File: src/sv/gpm_pkg.sv
// Shared types, constants and character classes for the German punctuation marker.
// No dependencies; used by gpm_dot_rules, german_punctuation_marker and gpm_checker.
package gpm_pkg;

	localparam int CP_W             = 21;
	localparam int RUN_W            = 4;
	localparam int MARK_W           = 7;
	localparam int WINDOW_DEPTH     = 4;
	localparam int PREV_CNT         = WINDOW_DEPTH - 1;
	localparam int OFFSET_WIDTH_DEF = 32;

	localparam logic [RUN_W-1:0] RUN_MAX = {RUN_W{1'b1}};

	typedef logic [CP_W-1:0] cp_t;

	// Previous characters (index 0 is the newest) and the current word length.
	typedef struct packed {
		cp_t [PREV_CNT-1:0] prev;
		logic [RUN_W-1:0]   run;
	} window_t;

	// Outcome of one character: emit decision and the window after it.
	typedef struct packed {
		logic    emit;
		window_t next;
	} verdict_t;

	function automatic logic is_ch(input cp_t c, input logic [7:0] ch);
		return c == {{(CP_W-8){1'b0}}, ch};
	endfunction

	function automatic logic is_punct(input cp_t c);
		return is_ch(c, ":") || is_ch(c, ".") || is_ch(c, ";") || is_ch(c, ",") ||
			is_ch(c, "!") || is_ch(c, "?") || is_ch(c, "(") || is_ch(c, ")") ||
			is_ch(c, "-");
	endfunction

	function automatic logic is_digit(input cp_t c);
		return c >= CP_W'("0") && c <= CP_W'("9");
	endfunction

	function automatic logic is_ascii_letter(input cp_t c);
		return (c >= CP_W'("A") && c <= CP_W'("Z")) || (c >= CP_W'("a") && c <= CP_W'("z"));
	endfunction

	function automatic logic is_alpha(input cp_t c);
		return is_ascii_letter(c) ||
			is_ch(c, 8'hC4) || is_ch(c, 8'hE4) || is_ch(c, 8'hD6) ||
			is_ch(c, 8'hF6) || is_ch(c, 8'hDC) || is_ch(c, 8'hFC);
	endfunction

	function automatic logic is_cons(input cp_t c);
		cp_t l;
		l = c | CP_W'(32);
		return is_ascii_letter(c) &&
			!(is_ch(l, "a") || is_ch(l, "e") || is_ch(l, "i") ||
			  is_ch(l, "o") || is_ch(l, "u") || is_ch(l, "y"));
	endfunction

endpackage

File: src/sv/gpm_dot_rules.sv
// Classifies one character against the window: emit decision and next window.
// Depends on gpm_pkg (types and character class functions).
module gpm_dot_rules (
	input  gpm_pkg::cp_t     code_point,
	input  logic             first,
	input  gpm_pkg::window_t win,
	output gpm_pkg::verdict_t verdict
);

	gpm_pkg::window_t w;
	gpm_pkg::cp_t     c1, c2, c3;
	logic [gpm_pkg::RUN_W-1:0] wl;
	logic suppress;
	logic cons1, cons2, cons3;
	logic c0_punct;

	always_comb begin
		// a new text starts from an empty window
		w = first ? '0 : win;
		c1 = w.prev[0];
		c2 = w.prev[1];
		c3 = w.prev[2];
		wl = w.run;
		cons1 = gpm_pkg::is_cons(c1);
		cons2 = gpm_pkg::is_cons(c2);
		cons3 = gpm_pkg::is_cons(c3);
		c0_punct = gpm_pkg::is_punct(code_point);
	end

	always_comb begin
		suppress = 1'b0;
		if (gpm_pkg::is_digit(c1) || wl == gpm_pkg::RUN_W'(1)) begin
			suppress = 1'b1;
		end else if (gpm_pkg::is_alpha(c1)) begin
			if (c3 != '0) begin
				if (cons1 && cons2 && c2 != c1 &&
					(wl <= gpm_pkg::RUN_W'(3) || (cons3 && c3 != c2))) begin
					suppress = 1'b1;
				end
			end else if (cons1 && cons2) begin
				suppress = 1'b1;
			end
			if (gpm_pkg::is_ch(c1, "f") && gpm_pkg::is_ch(c2, "o") && gpm_pkg::is_ch(c3, "r"))
				suppress = 1'b1;
			if (gpm_pkg::is_ch(c1, "c") && wl <= gpm_pkg::RUN_W'(4))
				suppress = 1'b1;
			if ((gpm_pkg::is_ch(c1, "z") || gpm_pkg::is_ch(c1, "w") ||
				gpm_pkg::is_ch(c1, "v")) && cons2)
				suppress = 1'b1;
			if (gpm_pkg::is_ch(c1, "h") && !gpm_pkg::is_ch(c2, "c") && cons2)
				suppress = 1'b1;
			if (gpm_pkg::is_ch(c1, "k") && cons2 && !gpm_pkg::is_ch(c2, "c") &&
				!gpm_pkg::is_ch(c2, "l") && !gpm_pkg::is_ch(c2, "n") &&
				!gpm_pkg::is_ch(c2, "r"))
				suppress = 1'b1;
		end
	end

	always_comb begin
		verdict = '0;
		if (code_point != '0) begin
			if (gpm_pkg::is_ch(code_point, "."))
				verdict.emit = !suppress;
			else
				verdict.emit = c0_punct;
			// shift the window, newest at index 0
			for (int i = gpm_pkg::PREV_CNT - 1; i > 0; i--)
				verdict.next.prev[i] = w.prev[i-1];
			verdict.next.prev[0] = code_point;
			if (code_point > gpm_pkg::CP_W'(32) && !c0_punct)
				verdict.next.run = (wl == gpm_pkg::RUN_MAX) ? wl : wl + gpm_pkg::RUN_W'(1);
			else
				verdict.next.run = '0;
		end
	end

endmodule

File: src/sv/german_punctuation_marker.sv
// Top level of the German punctuation marker: input stage, window state, result register.
// Depends on gpm_pkg and gpm_dot_rules.
//
//   channel | direction | handshake           | payload
//   in      | input     | in_valid / in_stall | code_point, byte_offset, first
//   out     | output    | out_valid/out_stall | mark_offset, mark_char
//
// One character per cycle sustained while the output is not stalled; a character passes
// the input register, then the result register, before its result is valid.
// The window update is combinational: the rule logic sits between the input
// register and the window/result registers.
// arst_n clears valid flags and the window; payload registers are not reset.
// A stalled result holds the output; the input stage keeps taking characters until it
// too is full, so in_stall rises only while the output is both valid and stalled.
module german_punctuation_marker #(
	parameter int OFFSET_WIDTH = gpm_pkg::OFFSET_WIDTH_DEF
) (
	input  logic                        clk,
	input  logic                        arst_n,
	input  logic                        in_valid,
	output logic                        in_stall,
	input  logic [gpm_pkg::CP_W-1:0]    code_point,
	input  logic [OFFSET_WIDTH-1:0]     byte_offset,
	input  logic                        first,
	output logic                        out_valid,
	input  logic                        out_stall,
	output logic [OFFSET_WIDTH-1:0]     mark_offset,
	output logic [gpm_pkg::MARK_W-1:0]  mark_char
);

	logic                       valid_s1;
	gpm_pkg::cp_t               code_point_s1;
	logic [OFFSET_WIDTH-1:0]    offset_s1;
	logic                       first_s1;

	gpm_pkg::window_t           win_q;
	gpm_pkg::verdict_t          verdict;

	logic                       out_valid_q;
	logic [OFFSET_WIDTH-1:0]    mark_offset_q;
	logic [gpm_pkg::MARK_W-1:0] mark_char_q;

	logic out_free;
	logic advance;
	logic in_take;

	assign out_free = !out_valid_q || !out_stall;
	assign advance  = valid_s1 && out_free;
	assign in_stall = valid_s1 && !out_free;
	assign in_take  = in_valid && !in_stall;

	gpm_dot_rules u_rules (
		.code_point (code_point_s1),
		.first      (first_s1),
		.win        (win_q),
		.verdict    (verdict)
	);

	always_ff @(posedge clk or negedge arst_n) begin
		if (!arst_n) begin
			valid_s1 <= 1'b0;
		end else if (in_take) begin
			valid_s1 <= 1'b1;
		end else if (advance) begin
			valid_s1 <= 1'b0;
		end
	end

	always_ff @(posedge clk) begin
		if (in_take) begin
			code_point_s1 <= code_point;
			offset_s1     <= byte_offset;
			first_s1      <= first;
		end
	end

	// advance the window only when the transaction leaves the input stage
	always_ff @(posedge clk or negedge arst_n) begin
		if (!arst_n) begin
			win_q <= '0;
		end else if (advance) begin
			win_q <= verdict.next;
		end
	end

	always_ff @(posedge clk or negedge arst_n) begin
		if (!arst_n) begin
			out_valid_q <= 1'b0;
		end else if (advance) begin
			out_valid_q <= verdict.emit;
		end else if (!out_stall) begin
			out_valid_q <= 1'b0;
		end
	end

	always_ff @(posedge clk) begin
		if (advance && verdict.emit) begin
			mark_offset_q <= offset_s1;
			mark_char_q   <= code_point_s1[gpm_pkg::MARK_W-1:0];
		end
	end

	assign out_valid   = out_valid_q;
	assign mark_offset = mark_offset_q;
	assign mark_char   = mark_char_q;

endmodule

File: config.mk
export PLATFORM = sky130hd
export DESIGN_NAME = german_punctuation_marker
export DESIGN_NICKNAME = d
export VERILOG_FILES = /design/src/sv/gpm_pkg.sv /design/src/sv/gpm_dot_rules.sv /design/src/sv/german_punctuation_marker.sv
export SDC_FILE = /design/constraint.sdc
export NUM_CORES = 1
export LEC_CHECK = 0
export BUFFER_PORTS_ARGS = -buffer_cell sky130_fd_sc_hd__buf_2
export CAP_MARGIN = 30
export CORE_AREA = 3 3 116 107
export CTS_CLUSTER_DIAMETER = 80
export CTS_CLUSTER_SIZE = 14
export DETAILED_ROUTE_END_ITERATION = 7
export DIE_AREA = 0 0 119 110
export PLACE_DENSITY = 0.93
export SYNTH_ARGS = -nofsm -noshare
export SYNTH_HDL_FRONTEND = slang
export SYNTH_SLANG_ARGS = --single-unit
File: constraint.sdc
create_clock -name clk -period 14.7 [get_ports clk]
set_input_delay 0.735 -clock clk [delete_from_list [all_inputs] [get_ports clk]]
set_output_delay 0.735 -clock clk [all_outputs]
set_load 0.05 [all_outputs]
==> results.toml <==
[final_layout]
area_delta_synth_final_pct = 18.26
fillCellCount = 675
diodes = 0
fin_area_um2 = 7910
final_nets = 655
fin_cells = 763
drive_gt1_frac = 0.2405

[global_route]
grt_pass1_wl_um = 26280
antenna_found_initial = 0
grtUsageTotal = 0.2658
grt_max_degree = 70
first_global_vias = 4822
grt.overflow.total = 0

[synthesis]
ys_top_cells_by_count = "93 x edfxtp_1, 69 x dfrtp_1, 51 x a22o_1, 48 x nand2_1, 24 x clkbuf_1"
synth.largest_area_cell = "edfxtp_1"
async_flop_share = 0.4259
postSynthAreaPerCell_um2 = 13.25
syn_area_um2 = 6689
ys_warn_count = 0
synthTopCellsByArea = "edfxtp_1 42%, dfrtp_1 26%, a22o_1 6.7%"
synth_ff_type = "edfxtp_1"
synth_edf_count = 93
synth_top_area_share = 0.4175
yosysMostFrequentCell = "edfxtp_1"
netlist_instances = 505
synth_seq_cells = 162
ys_types = 54
synth_seq_area_share = 0.6756
synth_fp_nets = 566

[pwr]
total_power_mw = 1.089
p_seq_frac = 0.512
power_density_nw_per_um2 = 137.7
switchingPower_uw = 303.2
cellLeakagePower_nw = 3.260
switching_share = 0.2784
p_comb_frac = 0.089
intPower_uw = 786.0
power_frac_clock = 0.399
vdd_drop_max_uv = 109.0

[sta]
rsz0062_at_grt = "false"
final_max_slew_viol_count = 0
period_share = 0.2154
max-slew-margin-rel = 0.3005
setup_ws_ps = 11530
final_hold_viol_count = 0
setup_viol = 0
worst_clock_skew_ps = 14.48
period_minus_slack_ps = 3166
fmax_mhz = 315.9
tightest_slew_ps = 1036
setup_tns_ps = 0

[clocking]
clk_latency_ps = 440
clock-sinks = 162
cts_resized = 0
post-cts-setup-buffers = 0
hold_buffers = 0
cts-root-buf = "clkbuf_16"
cts_buffers = 17
ctsHtreeMaxLevel = 4
cts_tree = "done"
cts_max_path_buffers = 2
clkTransAtPathRegs_ps = 70

[critical_path]
endpoint_kind = "register"
path_max_fanout = 30
critPathTopFamily = "compound AO/OA/AOI/OAI gates"
reg2reg_slack_ps = 11530
start_kind = "register"
startpoint = "win_q[29]"
rr_endpoint = "mark_offset[21]"
rr_worst_depth = 8
critPathBufInv = 1
worstSetupPathDepth = 8
crit_chain = "nor4bb_1, o221ai_1, a2111oi_0, nor3_1, nor3_1, a21oi_1, o21ai_4, buf_12"
critPathMaxStageDelay_ps = 660
crit_top_cell = "nor3_1"
crit_required_ps = 14840
cp_slowest_cell = "dfrtp_1"
reg2reg_from = "win_q[29]"
crit_path_end = "mark_offset[21]"
critical_path_class = "register to register"
cp_data_arrival_time_ps = 3300

[die]
start_util = 0.5897
ioPinCount = 99
die_width_um = 119
die_y_um = 110
die_area_um2 = 13090
rows = 37
coreArea_um2 = 11340

[min_path]
holdCritStartpoint = "offset_s1[15]"
min_path_type = "register to register"

[placed_design]
port_buffers = 98
dp.cells = 731
placed_cell_area_um2 = 7323
dp_slack_ps = 11560
place_hpwl_um = 10390
routabilityCongestion = 0.8650

[outcome]
status = "finished, final reports clean"

[route]
wl_per_cell_um = 22.37
drt_wl_total_um = 17070
drtIter0Drc = 630
dr.pass1.iters = 6
postRouteAntennaNets = 0
vias = 4929
drc = 0
via_per_inst = 6.460

[run]
maxCapViolCount = 0
==> cells by family after synthesis <==
group,synth area share
fa+ha+maj,0.005612
xor+xnor,0.05238
buf+inv,0.02619
mux,0.001497
simple gates,0.1169
flops,0.6756
compound gates,0.1218
==> registers in the layout, summed over array words and instances (netlist names) <==
register / count
win_q: 67
mark_offset: 32
offset_s1: 32
code_point_s1: 21
mark_char: 7
first_s1: 1
out_valid: 1
valid_s1: 1
==> power by group through the flow <==
stage / registers [mW] / clock network [mW] / logic, mW
floorplan: 0.540 / 0 / 0.0768
global placement: 0.559 / 0 / 0.0858
detailed placement: 0.563 / 0 / 0.0922
CTS: 0.555 / 0.437 / 0.0955
global route: 0.560 / 0.456 / 0.106
finish: 0.558 / 0.434 / 0.0971
==> per-layer routing <==
layer  global-route usage  part of all wire  up-vias
li1                     -                 -     2086
met3              0.06837             0.092       76
met1               0.3319              0.36     2415
met5                    0                 0        -
met4               0.1472             0.043        0
met2               0.4308              0.51      352
==> how the worst min path moves through the flow <==
stage | slack (ps) | end | cells after the start
after floorplan | 400 | mark_offset[0] | 0
after global placement | 400 | mark_offset[16] | 0
after detailed placement | 400 | mark_offset[27] | 0
after CTS | 420 | mark_offset[27] | 0
after global routing | 430 | mark_offset[15] | 0
final | 420 | mark_offset[15] | 0
==> placed cells by master (no fill, tap or decap), drive strengths merged, types with 17 or more instances in the layout <==
cell and instances:
xnor2 19, nand2 48, clkbuf 17, a22o 52
inv 21, dfrtp 69, xor2 21, nor2 17
edfxtp 93, o21ai 19, buf 103, nor4 17
==> stage by stage <==
| stage | hold WS [ps] | utilization |
|---|---|---|
| 2_1_floorplan | 400.3 | - |
| 3_3_place_gp | 400.3 | 0.6421 |
| 3_5_place_dp | 404.5 | 0.6457 |
| 4_1_cts | 420.8 | 0.6974 |
| 5_1_grt | 426.2 | 0.6974 |
| 6_report | 420.8 | 0.6974 |
==> layout make-up <==
cell class | instances | area [um^2] | area share
clock inverter | 15 | 161.4 | 0.02040
timing repair buffer | 103 | 553.0 | 0.06991
multi-input combinational | 299 | 2014 | 0.2547
clock buffer | 17 | 425.4 | 0.05378
inverter | 11 | 41.29 | 0.005220
sequential | 162 | 4519 | 0.5713
tap | 156 | 195.2 | 0.02468
(Power assumes the default switching activity.)
